<file path="config.mk">
export PLATFORM = sky130hd
export DESIGN_NAME = beep_pattern_sequencer_flat
export DESIGN_NICKNAME = d
export VERILOG_FILES = /design/src/hw/rtl/bps_pkg.sv /design/src/hw/rtl/bps_if.sv /design/src/hw/rtl/bps_core.sv /design/src/hw/rtl/beep_pattern_sequencer.sv /design/src/flat_wrapper.sv
export SDC_FILE = /design/constraint.sdc
export NUM_CORES = 1
export LEC_CHECK = 0
export ABC_AREA = 1
export CAP_MARGIN = 20
export CORE_MARGIN = 4
export CORE_UTILIZATION = 60
export CTS_BUF_LIST = sky130_fd_sc_hd__clkbuf_16
export DETAILED_ROUTE_END_ITERATION = 12
export DONT_BUFFER_PORTS = 1
export HOLD_SLACK_MARGIN = 0.15
export MAX_ROUTING_LAYER = met4
export PLACE_DENSITY = 0.76
export SLEW_MARGIN = 30
export SYNTH_ARGS = -nofsm -noshare
export SYNTH_HDL_FRONTEND = slang
export SYNTH_SLANG_ARGS = --single-unit
</file>
<file path="constraint.sdc">
create_clock -name clk_i -period 3.7 [get_ports clk_i]
set_clock_uncertainty 0.05 [all_clocks]
set_input_delay 0.74 -clock clk_i [delete_from_list [all_inputs] [get_ports clk_i]]
set_output_delay 0.74 -clock clk_i [all_outputs]
set_load 0.01 [all_outputs]
</file>
<file path="src/hw/rtl/bps_pkg.sv">
package bps_pkg;

  // default widths of the internal counters
  localparam int unsigned TIME_BITS_DEF  = 16;
  localparam int unsigned COUNT_BITS_DEF = 8;

  // fixed field widths of the channel words
  localparam int unsigned KIND_W  = 3;
  localparam int unsigned REPS_W  = 8;
  localparam int unsigned TIME_W  = 16;
  localparam int unsigned PHASE_W = 2;
  localparam int unsigned BEEPS_W = 8;

  // item kinds
  localparam logic [KIND_W-1:0] KIND_TICK      = 3'd0;
  localparam logic [KIND_W-1:0] KIND_START     = 3'd1;
  localparam logic [KIND_W-1:0] KIND_FORCE_ON  = 3'd2;
  localparam logic [KIND_W-1:0] KIND_FORCE_OFF = 3'd3;
  localparam logic [KIND_W-1:0] KIND_TOGGLE    = 3'd4;

  // phase codes
  localparam logic [PHASE_W-1:0] PH_IDLE = 2'd0;
  localparam logic [PHASE_W-1:0] PH_ON   = 2'd1;
  localparam logic [PHASE_W-1:0] PH_WAIT = 2'd2;

  // largest reportable beep count
  localparam logic [BEEPS_W-1:0] BEEPS_MAX = '1;

  // one input word as held in the input register
  typedef struct packed {
    logic [KIND_W-1:0] kind;
    logic [REPS_W-1:0] repetitions;
    logic [TIME_W-1:0] on_time_ms;
    logic [TIME_W-1:0] off_time_ms;
  } bps_item_t;

endpackage

</file>
<file path="src/hw/rtl/bps_if.sv">
// input channel: commands and millisecond ticks
interface bps_in_if import bps_pkg::*; ();
  logic              valid;
  logic              ready;
  logic [KIND_W-1:0] kind;
  logic [REPS_W-1:0] repetitions;
  logic [TIME_W-1:0] on_time_ms;
  logic [TIME_W-1:0] off_time_ms;

  modport source (output valid, kind, repetitions, on_time_ms, off_time_ms, input ready);
  modport sink   (input valid, kind, repetitions, on_time_ms, off_time_ms, output ready);
endinterface

// output channel: buzzer status after each word
interface bps_out_if import bps_pkg::*; ();
  logic               valid;
  logic               ready;
  logic               buzzer_level;
  logic [PHASE_W-1:0] phase;
  logic [BEEPS_W-1:0] beeps_left;
  logic               sequence_done;

  modport source (output valid, buzzer_level, phase, beeps_left, sequence_done, input ready);
  modport sink   (input valid, buzzer_level, phase, beeps_left, sequence_done, output ready);
endinterface

</file>
<file path="src/hw/rtl/bps_core.sv">
module bps_core import bps_pkg::*; #(
  parameter int unsigned TIME_BITS  = TIME_BITS_DEF,
  parameter int unsigned COUNT_BITS = COUNT_BITS_DEF
) (
  input  logic             clk_i,
  input  logic             rst_ni,
  input  logic             item_valid_i,
  input  bps_item_t        item_i,
  output logic             item_ready_o,
  bps_out_if.source        out_o
);

  localparam int unsigned EL_W = TIME_BITS + 1;

  // pattern state
  logic [PHASE_W-1:0]    phase_q, phase_d;
  logic [COUNT_BITS-1:0] rem_q, rem_d;
  logic [EL_W-1:0]       elapsed_q, elapsed_d;
  logic [TIME_BITS-1:0]  on_dur_q, on_dur_d;
  logic [TIME_BITS-1:0]  off_dur_q, off_dur_d;
  logic                  in_seq_q, in_seq_d;
  logic                  drive_q, drive_d;
  logic                  done_d;

  // result register
  logic                  out_vld_q;
  logic                  res_level_q;
  logic [PHASE_W-1:0]    res_phase_q;
  logic [BEEPS_W-1:0]    res_beeps_q;
  logic                  res_done_q;

  logic                  fire;
  logic [EL_W-1:0]       el_inc;
  logic [COUNT_BITS-1:0] rem_dec;
  logic [COUNT_BITS-1:0] reps_m;
  logic [BEEPS_W-1:0]    beeps_d;

  assign item_ready_o = !out_vld_q || out_o.ready;
  assign fire         = item_valid_i && item_ready_o;

  // saturating elapsed count, clamped beep count, masked repetitions
  assign el_inc  = (elapsed_q == '1) ? elapsed_q : elapsed_q + EL_W'(1);
  assign rem_dec = (rem_q != '0) ? rem_q - COUNT_BITS'(1) : rem_q;
  assign reps_m  = COUNT_BITS'(item_i.repetitions);

  // next state for one word
  always_comb begin
    phase_d   = phase_q;
    rem_d     = rem_q;
    elapsed_d = elapsed_q;
    on_dur_d  = on_dur_q;
    off_dur_d = off_dur_q;
    in_seq_d  = in_seq_q;
    drive_d   = drive_q;
    done_d    = 1'b0;
    case (item_i.kind)
      KIND_TICK: begin
        elapsed_d = el_inc;
        if (phase_q == PH_ON) begin
          if (in_seq_q && (el_inc > {1'b0, on_dur_q})) begin
            drive_d   = 1'b0;
            elapsed_d = '0;
            rem_d     = rem_dec;
            if (rem_dec != '0) begin
              phase_d = PH_WAIT;
            end else begin
              phase_d  = PH_IDLE;
              in_seq_d = 1'b0;
              done_d   = 1'b1;
            end
          end
        end else if (phase_q == PH_WAIT) begin
          if (el_inc >= {1'b0, off_dur_q}) begin
            drive_d   = 1'b1;
            elapsed_d = '0;
            phase_d   = PH_ON;
          end
        end
      end
      KIND_START: begin
        rem_d     = (reps_m == '0) ? COUNT_BITS'(1) : reps_m;
        on_dur_d  = TIME_BITS'(item_i.on_time_ms);
        off_dur_d = TIME_BITS'(item_i.off_time_ms);
        elapsed_d = '0;
        drive_d   = 1'b1;
        phase_d   = PH_ON;
        in_seq_d  = 1'b1;
      end
      KIND_FORCE_ON: begin
        rem_d    = '0;
        drive_d  = 1'b1;
        in_seq_d = 1'b0;
        phase_d  = PH_ON;
      end
      KIND_FORCE_OFF: begin
        rem_d    = '0;
        drive_d  = 1'b0;
        in_seq_d = 1'b0;
        phase_d  = PH_IDLE;
      end
      KIND_TOGGLE: begin
        rem_d    = '0;
        in_seq_d = 1'b0;
        drive_d  = !drive_q;
        phase_d  = drive_q ? PH_IDLE : PH_ON;
      end
      default: begin
      end
    endcase
  end

  // beep count as reported, clamped to the output width
  assign beeps_d = (rem_d > COUNT_BITS'(BEEPS_MAX)) ? BEEPS_MAX : BEEPS_W'(rem_d);

  // state update
  always_ff @(posedge clk_i or negedge rst_ni) begin
    if (!rst_ni) begin
      phase_q   <= PH_IDLE;
      rem_q     <= '0;
      elapsed_q <= '0;
      on_dur_q  <= '0;
      off_dur_q <= '0;
      in_seq_q  <= 1'b0;
      drive_q   <= 1'b0;
    end else if (fire) begin
      phase_q   <= phase_d;
      rem_q     <= rem_d;
      elapsed_q <= elapsed_d;
      on_dur_q  <= on_dur_d;
      off_dur_q <= off_dur_d;
      in_seq_q  <= in_seq_d;
      drive_q   <= drive_d;
    end
  end

  // result valid
  always_ff @(posedge clk_i or negedge rst_ni) begin
    if (!rst_ni) begin
      out_vld_q <= 1'b0;
    end else if (fire) begin
      out_vld_q <= 1'b1;
    end else if (out_o.ready) begin
      out_vld_q <= 1'b0;
    end
  end

  // result word
  always_ff @(posedge clk_i) begin
    if (fire) begin
      res_level_q <= drive_d;
      res_phase_q <= phase_d;
      res_beeps_q <= beeps_d;
      res_done_q  <= done_d;
    end
  end

  assign out_o.valid         = out_vld_q;
  assign out_o.buzzer_level  = res_level_q;
  assign out_o.phase         = res_phase_q;
  assign out_o.beeps_left    = res_beeps_q;
  assign out_o.sequence_done = res_done_q;

endmodule

</file>
<file path="src/hw/rtl/beep_pattern_sequencer.sv">
// Buzzer beep pattern sequencer.
// Input channel in_i takes one word per cycle while its ready is high: a millisecond tick, a start
// command (repetitions, on time, off time), force on, force off or toggle.
// Output channel out_o returns exactly one word per input word, giving the
// buzzer level, phase, beeps still to sound and a flag set when a tick
// ended a sequence on its own.
// An accepted word passes through the input register, then through the state
// update into the result register.
// The block takes one word per cycle while the receiver keeps up; the state update is a
// compare and increment on the elapsed counter, so nothing in the path iterates.
// When the receiver stalls, the result register holds its word and the
// input register holds the next one; ready on in_i drops only once both are
// full, and no word is lost or repeated.
// Reset (rst_ni low, asynchronous) leaves the buzzer silent and idle with
// all counts and durations at zero and both channel registers empty.
module beep_pattern_sequencer import bps_pkg::*; #(
  parameter int unsigned TIME_BITS  = TIME_BITS_DEF,
  parameter int unsigned COUNT_BITS = COUNT_BITS_DEF
) (
  input  logic      clk_i,
  input  logic      rst_ni,
  bps_in_if.sink    in_i,
  bps_out_if.source out_o
);

  logic      in_vld_q;
  bps_item_t in_item_q;
  logic      core_ready;

  assign in_i.ready = !in_vld_q || core_ready;

  // input register valid
  always_ff @(posedge clk_i or negedge rst_ni) begin
    if (!rst_ni) begin
      in_vld_q <= 1'b0;
    end else if (in_i.valid && in_i.ready) begin
      in_vld_q <= 1'b1;
    end else if (core_ready) begin
      in_vld_q <= 1'b0;
    end
  end

  // input register word
  always_ff @(posedge clk_i) begin
    if (in_i.valid && in_i.ready) begin
      in_item_q <= '{kind:        in_i.kind,
                     repetitions: in_i.repetitions,
                     on_time_ms:  in_i.on_time_ms,
                     off_time_ms: in_i.off_time_ms};
    end
  end

  // pattern state and result register
  bps_core #(
    .TIME_BITS  (TIME_BITS),
    .COUNT_BITS (COUNT_BITS)
  ) u_core (
    .clk_i        (clk_i),
    .rst_ni       (rst_ni),
    .item_valid_i (in_vld_q),
    .item_i       (in_item_q),
    .item_ready_o (core_ready),
    .out_o        (out_o)
  );

endmodule

</file>
<file path="src/flat_wrapper.sv">
// flat-port wrapper written by rule: the top's interface ports become plain ports
module beep_pattern_sequencer_flat import bps_pkg::*;
#(
  parameter int unsigned TIME_BITS  = TIME_BITS_DEF,
  parameter int unsigned COUNT_BITS = COUNT_BITS_DEF
)
  (clk_i, rst_ni, in_i_valid, in_i_kind, in_i_repetitions, in_i_on_time_ms, in_i_off_time_ms, in_i_ready, out_o_valid, out_o_buzzer_level, out_o_phase, out_o_beeps_left, out_o_sequence_done, out_o_ready);
  bps_in_if in_i_i ();
  bps_out_if out_o_i ();
  input  logic clk_i;
  input  logic rst_ni;
  input wire logic [$bits(in_i_i.valid)-1:0] in_i_valid;
  input wire logic [$bits(in_i_i.kind)-1:0] in_i_kind;
  input wire logic [$bits(in_i_i.repetitions)-1:0] in_i_repetitions;
  input wire logic [$bits(in_i_i.on_time_ms)-1:0] in_i_on_time_ms;
  input wire logic [$bits(in_i_i.off_time_ms)-1:0] in_i_off_time_ms;
  output wire logic [$bits(in_i_i.ready)-1:0] in_i_ready;
  output wire logic [$bits(out_o_i.valid)-1:0] out_o_valid;
  output wire logic [$bits(out_o_i.buzzer_level)-1:0] out_o_buzzer_level;
  output wire logic [$bits(out_o_i.phase)-1:0] out_o_phase;
  output wire logic [$bits(out_o_i.beeps_left)-1:0] out_o_beeps_left;
  output wire logic [$bits(out_o_i.sequence_done)-1:0] out_o_sequence_done;
  input wire logic [$bits(out_o_i.ready)-1:0] out_o_ready;
  assign in_i_i.valid = in_i_valid;
  assign in_i_i.kind = in_i_kind;
  assign in_i_i.repetitions = in_i_repetitions;
  assign in_i_i.on_time_ms = in_i_on_time_ms;
  assign in_i_i.off_time_ms = in_i_off_time_ms;
  assign in_i_ready = in_i_i.ready;
  assign out_o_valid = out_o_i.valid;
  assign out_o_buzzer_level = out_o_i.buzzer_level;
  assign out_o_phase = out_o_i.phase;
  assign out_o_beeps_left = out_o_i.beeps_left;
  assign out_o_sequence_done = out_o_i.sequence_done;
  assign out_o_i.ready = out_o_ready;
  beep_pattern_sequencer #(.TIME_BITS(TIME_BITS), .COUNT_BITS(COUNT_BITS)) u_core (.clk_i(clk_i), .rst_ni(rst_ni), .in_i(in_i_i), .out_o(out_o_i));
endmodule
</file>
# Yosys cells after proc, flatten, opt, wreduce, memory -nomap -nowiden
# Index checks and enable logic that the tools add are counted.
# totals
ff_bits	118
inputBits	47
elab_cells	86
# op_classes
n_addsub	2
order_cmp	3
n_eq_ne	10
muxes	32
reduce_logical	22
# op_table
cell	n
2-to-1 mux 17 bit	5
one-hot mux 17 bit (2 select lines)	1
2-to-1 mux 8 bit	4
one-hot mux 8 bit (3 select lines)	1
adder 17 x 1 -> 17 bit (second input constant)	1
equality test 17 bit (second input constant)	1
>= comparator 17 x 16 -> 1 bit	1
> comparator 17 x 16 -> 1 bit	1
nonzero test 8 bit	2
2-to-1 mux 1 bit	13
2-to-1 mux 2 bit	5
> comparator 8 bit (second input constant)	1
zero test 8 bit	1
one-hot mux 2 bit (4 select lines)	1
subtractor 8 x 1 -> 8 bit (second input constant)	1
equality test 3 x 2 -> 1 bit (second input constant)	2
inequality test 2 bit (second input constant)	3
nonzero test 2 bit	3
AND reduction 5 bit	1
one-hot mux 1 bit (4 select lines)	1
AND reduction 2 bit	2
equality test 3 x 1 -> 1 bit (second input constant)	1
equality test 3 bit (second input constant)	1
logical AND 1 bit	3
other kinds (10)	13

# Longest topological paths before layout
# Gate-level depths: netlist of the first run.
# depth
ltp_word	8
ltp_mapped	25
depth_no_buf	25

# Cells and area by module
# From an unflattened synthesis of the first run, not the netlist that was laid out.
# hier_totals
cells_unflattened	646
hier_area_um2	6103.4
# modules_own_cells
module	n_inst	cells_each	area_each_um2	seq_area_each_um2
bps_core	1	597	4767.1	1911.8
beep_pattern_sequencer	1	49	1336.3	1316.3

# Worst setup path after synthesis of the first run
# Ideal clock, no wire load.
# synth_timing
path_kind	reg-to-reg
start	register u_core.u_core.elapsed_q[0]
end	register u_core.u_core.res_beeps_q[1], in the netlist u_core.u_core.out_o.beeps_left[1], data pin
t_arrival_ps	2928
setup_slack_ps	450
path_stages_with_launch	22
path_cell_list	dfrtp_1 -> ha_1 -> nand3_2 -> nor2_4 -> nand2_4 -> nor2_4 -> nor3_1 -> nand4_1 -> nor2_1 -> xor2_1 -> inv_1 -> ha_1 -> nand2_1 -> inv_1 -> nand4_1 -> nor2_2 -> nor2_8 -> nand3_4 -> buf_6 -> nand2_1 -> nand3_1 -> a22oi_1
# synth_via
elab_chain_len	8
elab_cells_between_ends	9
classes_between	add/sub (1); order compare (2); eq/ne (1); mux (4); reduce/logical (1)
# synth_lines
element	line	text
start: declaration	bps_core.sv:18	logic [EL_W-1:0] elapsed_q, elapsed_d;
start signal: assignment	bps_core.sv:128	elapsed_q <= elapsed_d;
adder 17 x 1 -> 17 bit or equality test 17 bit (tied branches)	bps_core.sv:42	assign el_inc = (elapsed_q == '1) ? elapsed_q : elapsed_q + EL_W'(1);
2-to-1 mux 17 bit (*)	bps_core.sv:42	
> comparator 17 x 16 -> 1 bit (*)	bps_core.sv:60	if (in_seq_q && (el_inc > {1'b0, on_dur_q})) begin
logical AND 1 bit (*)	bps_core.sv:60	
2-to-1 mux 8 bit (*)	bps_core.sv:60	
2-to-1 mux 8 bit (*)	bps_core.sv:59	if (phase_q == PH_ON) begin
one-hot mux 8 bit (3 select lines) (*)	bps_core.sv:56	case (item_i.kind)
named net u_core.u_core.rem_d[1]	bps_core.sv:17	logic [COUNT_BITS-1:0] rem_q, rem_d;
> comparator 8 bit	bps_core.sv:113	assign beeps_d = (rem_d > COUNT_BITS'(BEEPS_MAX)) ? BEEPS_MAX : BEEPS_W'(rem_d);
end signal: assignment	bps_core.sv:152	res_beeps_q <= beeps_d;
end: declaration	bps_core.sv:29	logic [BEEPS_W-1:0] res_beeps_q;
# Mark *: on every way through the listed nets, which the timed path passes. The rest lies on a longest branch.
# A chain may end at the register's enable or synchronous reset.

# Worst setup path after layout of the first run
# layout_timing
start	register u_core.u_core.elapsed_q[1]
end	register u_core.u_core.res_phase_q[1], in the netlist u_core.u_core.out_o.phase[1], data pin
# layout_via
elab_chain_len	7
elab_cells_between_ends	11
classes_between	add/sub (1); order compare (2); eq/ne (1); mux (6); reduce/logical (1)
# layout_lines
element	line	text
adder 17 x 1 -> 17 bit or equality test 17 bit (tied branches)	bps_core.sv:42	
2-to-1 mux 17 bit (*)	bps_core.sv:42	
>= comparator 17 x 16 -> 1 bit or > comparator 17 x 16 -> 1 bit (tied branches)	bps_core.sv:73, bps_core.sv:60	
2-to-1 mux 2 bit or logical AND 1 bit (tied branches)	bps_core.sv:73, bps_core.sv:60	
2-to-1 mux 2 bit (on tied branches)	bps_core.sv:72, bps_core.sv:60	
2-to-1 mux 2 bit (*)	bps_core.sv:59	
one-hot mux 2 bit (4 select lines) (*)	bps_core.sv:56	
named net u_core.u_core.phase_d[1]	bps_core.sv:16	logic [PHASE_W-1:0] phase_q, phase_d;
end signal: assignment	bps_core.sv:151	res_phase_q <= phase_d;
end: declaration	bps_core.sv:28	logic [PHASE_W-1:0] res_phase_q;
# Marks and branches as above.

==> out/results.md, run 1 <==
### Clock tree
• **Reg clk slew, reported paths** 0.06 ns
• **number of buffers on the longest clock path** 2
• **deepest level of the CTS H-tree** 4
• **number of CTS-inserted buffers** 17
• **clk root buf** clkbuf_16
• **worst skew pair latency** 0.42 ns
• **clock tree from TritonCTS** yes
• **sinks on the clock net** 118

### Routing
• **average routed wire per standard cell** 17.7 µm
• **post-detailed-route DRC marker count** 0
• **remaining antenna violation count after routing** 0
• **drt pass-1 iters** 5
• **via/cell ratio** 5.64
• **number of vias after detailed routing** 4714
• **final WL** 14.8 mm
• **number of design-rule violations left by the first detailed-router iteration** 396

### Synth
• **Avg Inst Size Synth** 9.33 µm²
• **syn nets** 740
• **flip-flop cell with the highest count after synthesis** dfrtp_1
• **synth warn** 0
• **number of distinct standard cells referenced by the synthesized netlist** 37
• **Mapped Area** 6140 µm²
• **number of enable flip-flop cells after synthesis** 55
• **asr flop ratio synth** 53.4%
• **sequential cell area fraction in the yosys report** 52.6%
• **count of state elements after synthesis** 118
• **synthesized instance count** 658

### Placement
• **cell area after placement** 6380 µm²
• **weighted congestion at the end of routability-driven global placement** 0.950
• **post-DP HPWL** 10.2 mm
• **Port Buf Inserts** 0

### Power and ir drop
• **Leak Pwr** 3.33 nW
• **Pwr per Cell Area** 647 nW/µm²
• **Worst IR Drop VDD** 0.000516 V

### STA
• **worst rel slew slack** 40.3%
• **final-report max-slew violation count** 0
• **hold violation count in the final report** 0
• **total setup violations reported at the end of the flow** 0
• **min cycle time layout** 3.57 ns
• **final-layout setup total negative slack** 0 ns
• **Max Fclk** 0.280 GHz
• **transition at the pin with the smallest max-transition slack** 0.892 ns
• **final clock period utilization by the worst path** 96.6%

### Setup path
• **Crit Reg-Reg Endpoint** u_core.u_core.out_o.phase[1]$_DFFE_PP_
• **reg2reg start** u_core.u_core.elapsed_q[1]$_DFFE_PN0P_
• **arrival time at the worst endpoint** 3.73 ns
• **R2R setup slack** 0.13 ns
• **launching element type of the critical path** register
• **Crit Path Max Fanout** 6
• **launching instance or port of the critical path** u_core.u_core.elapsed_q[1]$_DFFE_PN0P_
• **Worst Path Class, Setup** reg -> reg
• **capturing element type of the critical path** register
• **required time of the worst setup path** 3.86 ns
• **last element of the critical path** u_core.u_core.out_o.phase[1]$_DFFE_PP_
• **cell count of the worst reg-to-reg path** 20

### Die
• **overall die width** 109 µm
• **Std-Cell Rows** 36
• **full die area** 11900 µm²
• **floorplan die height** 109 µm
• **effective utilization at floorplan** 62.3%
• **area of the core** 9860 µm²
• **I/O pin cnt** 61

### Cells and area
• **commonest cells after routing, fill and taps aside** 110 x inv_1, 105 x nand2_1, 64 x nor2_1, 63 x dfrtp_1, 55 x edfxtp_1
• **finished layout cell area** 7150 µm²
• **Area Overhead vs Synth** 16.5%
• **ratio of cells with drive above 1 in the final layout** 15.4%
• **area of the multi-input gates** 2560 µm²
• **Storage cell area** 3230 µm²
• **Post-layout nets** 771
• **number of fillers in the final layout** 681
• **most common cell after layout, fill and taps aside** inv_1
• **final core utilization** 72.5%

### GRT
• **largest net degree at the start of global routing** 64
• **initial antenna violation count** 1
• **aggregate global routing overflow** 0
• **global router's overall resource usage** 26.6%
• **vias in the first global route** 4546
• **first-pass GRT wire length** 22.8 mm

### Status
• **result of the run** finished, final reports clean

### Worst hold path
• **worst hold path class** in -> reg

### Flow run
• **number of max-capacitance violations reported** 0

area by class of cell:
| class | instances | share of cell area, % |
|---|---|---|
| flip-flops and latches | 118 | 45.1 |
| multi-input cells | 412 | 35.8 |
| inverters | 116 | 6.12 |
| clock buffers | 17 | 5.95 |
| repair buffers | 24 | 3.01 |
| well taps | 133 | 2.33 |
| clock inverters | 15 | 1.61 |
| diodes | 1 | 0.0350 |
what timing repair did:
item	in CTS	in global routing
hold buffers	2	0
gates resized for setup	1	37
hold endpoints to repair	63	0
pin swaps	0	13
setup endpoints to repair	6	41
gates cloned	0	1
setup buffers	0	6
cell usage after synthesis (6+ instances only):
library cell / n / share of area [%]
dfrtp_1: 63 / 26
nor3_1: 6 / 0.49
ha_1: 35 / 7.1
nor2_1: 66 / 4.0
nand2_1: 107 / 6.5
a22oi_1: 8 / 0.98
inv_1: 111 / 6.8
clkbuf_1: 9 / 0.55
edfxtp_1: 55 / 27
a21oi_1: 47 / 3.8
nand3_1: 36 / 2.9
o21ai_0: 27 / 2.2
nand4_1: 23 / 2.3
xor2_1: 12 / 1.7
o22ai_2: 10 / 2.0
layer usage:
metal	vias to the layer above	track usage, %	share of wire (%)
met4	0	9.20	2.2
li1	2257	-	-
met3	40	7.70	7.2
met1	2221	35.1	44
met2	196	39.6	47
met5	-	-	0
registers in the layout, indices dropped and copies added (netlist names), 2 cells and up:
name,flops
u_core.u_core.out_o.phase,2
u_core.u_core.elapsed_q,17
u_core.u_core.phase_q,2
u_core.u_core.off_dur_q,16
u_core.in_item_q,43
u_core.u_core.rem_q,8
u_core.u_core.on_dur_q,16
u_core.u_core.out_o.beeps_left,8
kinds of logic (layout without fill, tap and decap cells):
group	count (synthesis)	after routing	share of synthesized area (%)
other	0	1	0
buffers and inverters	129	172	8.17
AOI/OAI and AO/OA	100	100	9.90
and+or+nand+nor	262	263	20.2
muxes	2	2	0.367
adders and majority gates	35	35	7.13
xor gates and xnor gates	12	12	1.71
DFF	118	118	52.6
stage by stage:
stage               std cells  total power, W  hold slack (ns)  setup slack (ns)
global placement          794         0.00295            0.397             0.159
global route              836         0.00488            0.341            -0.181
floorplan                 658         0.00263            0.391             0.450
CTS                       828         0.00454            0.346            0.0494
finish                    836         0.00462            0.359             0.126
detailed placement        794         0.00301            0.396           -0.0768
worst min path at each step:
stage,startpoint,to,cells past startpoint,slack (ns)
2_1_floorplan,rst_ni,u_core.in_vld_q$_DFFE_PN0P_,0,0.39
3_3_place_gp,rst_ni,u_core.u_core.elapsed_q[7]$_DFFE_PN0P_,0,0.40
3_5_place_dp,rst_ni,u_core.u_core.elapsed_q[7]$_DFFE_PN0P_,0,0.40
4_1_cts,in_i_off_time_ms[2],u_core.in_item_q[2]$_DFFE_PP_,0,0.35
5_1_grt,in_i_repetitions[3],u_core.in_item_q[35]$_DFFE_PP_,0,0.34
6_report,in_i_off_time_ms[4],u_core.in_item_q[4]$_DFFE_PP_,0,0.36
worst max-delay path: stages, from the launching register on:
cell and delay (ns):
dfrtp_1 0.43, ha_4 0.19, nand3_2 0.11, nor2_4 0.06
nand2_4 0.08, nor2_4 0.07, nor4_2 0.24, nand2_1 0.15
nor2_1 0.15, xor2_1 0.25, buf_4 0.17, ha_1 0.27
nand2_1 0.10, o21ai_0 0.08, nor2_1 0.09, nor2_1 0.05
nor2_1 0.09, nand4_1 0.26, o21ai_2 0.22, nand2_1 0.07
o21ai_1 0.19
power breakdown:
part           total, W  leakage, nW  internal [W]  switching [W]
logic           0.00130         1.78      0.000458       0.000842
clock network   0.00149        0.266      0.000908       0.000583
registers       0.00183         1.28       0.00166       0.000172
Power figures use the tool's default switching activity.
==> run 2, diff against run 1 <==
- CAP_MARGIN: 20 -> default
- CORE_UTILIZATION: 60 -> 58
- clock period: 3.7 -> 3.1 ns (I/O delays scaled with it)
==> run 2 against run 1 <==
  * The run now ends with setup timing left
  * Worst setup slack worse by 0.35 ns
  * Hold slack worse by 0.11 ns
  * Die area is 3.2% higher
  * Critical path type unchanged
==> out/results.md, run 2 (synthesis results as in run 1) <==
### GRT
• **global routing met1 resource utilization** 33.5%, -1.6 points
• **vias in the first global route** 4779, +5.1%
• **most crowded layer after global routing** met2
• **initial antenna violation count** 0, -1
• **largest net degree at the start of global routing** 64, unchanged
• **met2 Resource Use GR** 39.7%, +0.076 points
• **global router's overall resource usage** 25.3%, -1.3 points
• **aggregate global routing overflow** 0, unchanged
• **first-pass GRT wire length** 23.9 mm, +4.9%
• **M3 GR Usage** 4.86%, -2.8 points

### Cells and area
• **ratio of cells with drive above 1 in the final layout** 29.9%, +15 points
• **Post-layout nets** 827, +7.3%
• **commonest cells after routing, fill and taps aside** 105 x inv_1, 83 x nand2_1, 71 x buf_4, 63 x dfrtp_1, 58 x nor2_1
• **biggest registers after layout** u_core.in_item_q (43), u_core.u_core.elapsed_q (17)
• **register name with the most flops** u_core.in_item_q
• **final core utilization** 77.5%, +5.0 points
• **most common cell after layout, fill and taps aside** inv_1
• **max reg flops** 43, unchanged
• **Area Overhead vs Synth** 30.2%
• **diode count** 0, -1

### STA
• **crit path setup slack, layout** -0.225 ns, -0.351 ns
• **final-report max-slew violation count** 0, unchanged
• **min cycle time layout** 3.33 ns, -0.249 ns
• **setup repair after global routing missed its margin** yes
• **total setup violations reported at the end of the flow** 41, +41
• **Max Fclk** 0.301 GHz, +7.5%
• **final clock period utilization by the worst path** 107%, +11 points
• **hold violation count in the final report** 0, unchanged
• **worst rel slew slack** 48.2%, +7.9 points
• **worst slack on hold paths** 0.252 ns, -0.107 ns
• **transition at the pin with the smallest max-transition slack** 0.774 ns, -0.118 ns

### Placement
• **dpl ws** -0.365 ns, -0.288 ns
• **Port Buf Inserts** 0, unchanged
• **weighted congestion at the end of routability-driven global placement** 0.914, -3.8%
• **post-DP HPWL** 10.0 mm, -1.9%

### Die
• **I/O pin cnt** 61, unchanged
• **area of the core** 10300 µm², +4.7%
• **Std-Cell Rows** 37, +2.8%
• **full die area** 12300 µm², +3.2%
• **floorplan die height** 111 µm, +1.6%
• **effective utilization at floorplan** 59.5%, -2.8 points
• **overall die width** 111 µm, +1.6%

### Setup path
• **Crit Path Max Fanout** 4, -2
• **Worst Path Class, Setup** reg -> reg
• **required time of the worst setup path** 3.21 ns, -0.65 ns
• **CP top delay family** simple AND/OR/NAND/NOR gates
• **cell count of the worst reg-to-reg path** 23, +15%
• **largest incremental delay on the critical path** 0.35 ns, -0.08 ns
• **Critical Path Most Common Cell** buf_4
• **critical-path cell with the highest stage delay** dfrtp_1
• **arrival time at the worst endpoint** 3.44 ns, -0.29 ns
• **combined buffer and inverter count along the critical path** 7, +6
• **capturing element type of the critical path** register
• **crit-path cells** nand2_1 -> inv_1 -> nand2_1 -> nor2_4 -> nand2_4 -> nor2_4 -> inv_1 -> buf_4 -> buf_4 -> nand2_2 -> ha_1 -> nand2_2 -> nor2_2 -> buf_4 -> nand4_1 -> nor2_4 -> nor2_8 -> nand3_4 -> nand2_4 -> inv_4 -> buf_4 -> nand2_1 -> nand2_2
• **launching element type of the critical path** register
• **Crit path depth** 23, +15%

### Clock tree
• **number of CTS-inserted buffers** 17, unchanged
• **number of buffers on the longest clock path** 2, unchanged
• **clock tree from TritonCTS** yes
• **worst skew pair latency** 0.41 ns, about the same
• **clk root buf** clkbuf_16
• **Reg clk slew, reported paths** 0.06 ns, about the same
• **sinks on the clock net** 118, unchanged
• **deepest level of the CTS H-tree** 4, unchanged

### Routing
• **post-detailed-route DRC marker count** 0, unchanged
• **drt pass-1 iters** 7, +2
• **remaining antenna violation count after routing** 0, unchanged
• **final WL** 15.5 mm, +4.4%
• **number of design-rule violations left by the first detailed-router iteration** 356, -10%
• **average routed wire per standard cell** 17.3 µm, -2.4%
• **number of vias after detailed routing** 4947, +4.9%
• **via/cell ratio** 5.53, -1.9%

### Worst hold path
• **hold path cells** 0, unchanged
• **worst hold path class** in -> reg

### Power and ir drop
• **Worst IR Drop VDD** 0.000593 V, +15%
• **Leak Pwr** 3.63 nW, +9.1%
• **Pwr per Cell Area** 755 nW/µm², +17%

### Flow run
• **number of max-capacitance violations reported** 0, unchanged

### Status
• **violations in the final reports** setup timing
• **result of the run** complete, but fails checks

[run 2: cell count changes in the layout (fill, tap and decap cells not counted), sizes merged]
cell      before  now
clkinvlp       2    5
bufinv         1    3
diode          1    0
inv          115  116
buf           23   79
clkinv        13    7
[run 2: repair_timing]
action	4_1_cts	5_1_grt
endpoints found under the hold margin	63	0
buffers inserted	13	5
cloned	2	0
setup endpoints to repair	41	41
pin swaps	33	28
gates resized for setup	62	63
hold buffers	2	0
[run 2: layout make-up]
cell class | count | area [µm²]
Timing Repair Buffer | 80 | 652
Sequential cell | 118 | 3230
Tap cell | 136 | 170
Fill cell | 628 | 2330
Inverter | 116 | 438
Multi-Input combinational cell | 412 | 2920
Clock buffer | 17 | 425
Clock inverter | 15 | 164
[run 2: metal layers]
layer / share of wire (%) / wire (µm) / vias up
met4: 2.4 / 376 / 0
met1: 43 / 6600 / 2358
li1: - / - / 2370
met5: 0 / 0 / -
met3: 6.2 / 957 / 43
met2: 49 / 7520 / 176
[run 2: path summary, 6_finish.rpt]
check	startpoint	end	slack [ns]
max	u_core.u_core.elapsed_q[14]$_DFFE_PN0P_	u_core.u_core.out_o.phase[0]$_DFFE_PP_	-0.23
min	in_i_off_time_ms[13]	u_core.in_item_q[13]$_DFFE_PP_	0.25
max reg2reg	u_core.u_core.elapsed_q[14]$_DFFE_PN0P_	u_core.u_core.out_o.phase[0]$_DFFE_PP_	-0.23
min reg2reg	u_core.u_core.rem_q[0]$_DFFE_PN0P_	u_core.u_core.rem_q[0]$_DFFE_PN0P_	0.44
max in group asynchronous	rst_ni	u_core.u_core.rem_q[1]$_DFFE_PN0P_	1.99
min in group asynchronous	rst_ni	u_core.u_core.rem_q[4]$_DFFE_PN0P_	0.70
[run 2: stage by stage]
step           power, W  cells  instance area, µm²  TNS (ns)
2_1_floorplan   0.00315    658                6160    -0.596
3_3_place_gp    0.00361    840                6720     -7.90
3_5_place_dp    0.00368    840                6720    -10.35
4_1_cts         0.00582    889                7680     -5.86
5_1_grt         0.00636    894                8000    -17.23
6_report        0.00604    894                8000     -6.82
[run 2: where the power goes]
group          switching [W]  internal [W]  leakage (nW)  total [W]
registers           0.000178       0.00198          1.28    0.00216
clock network       0.000700       0.00125         0.277    0.00195
logic                0.00116      0.000770          2.08    0.00193
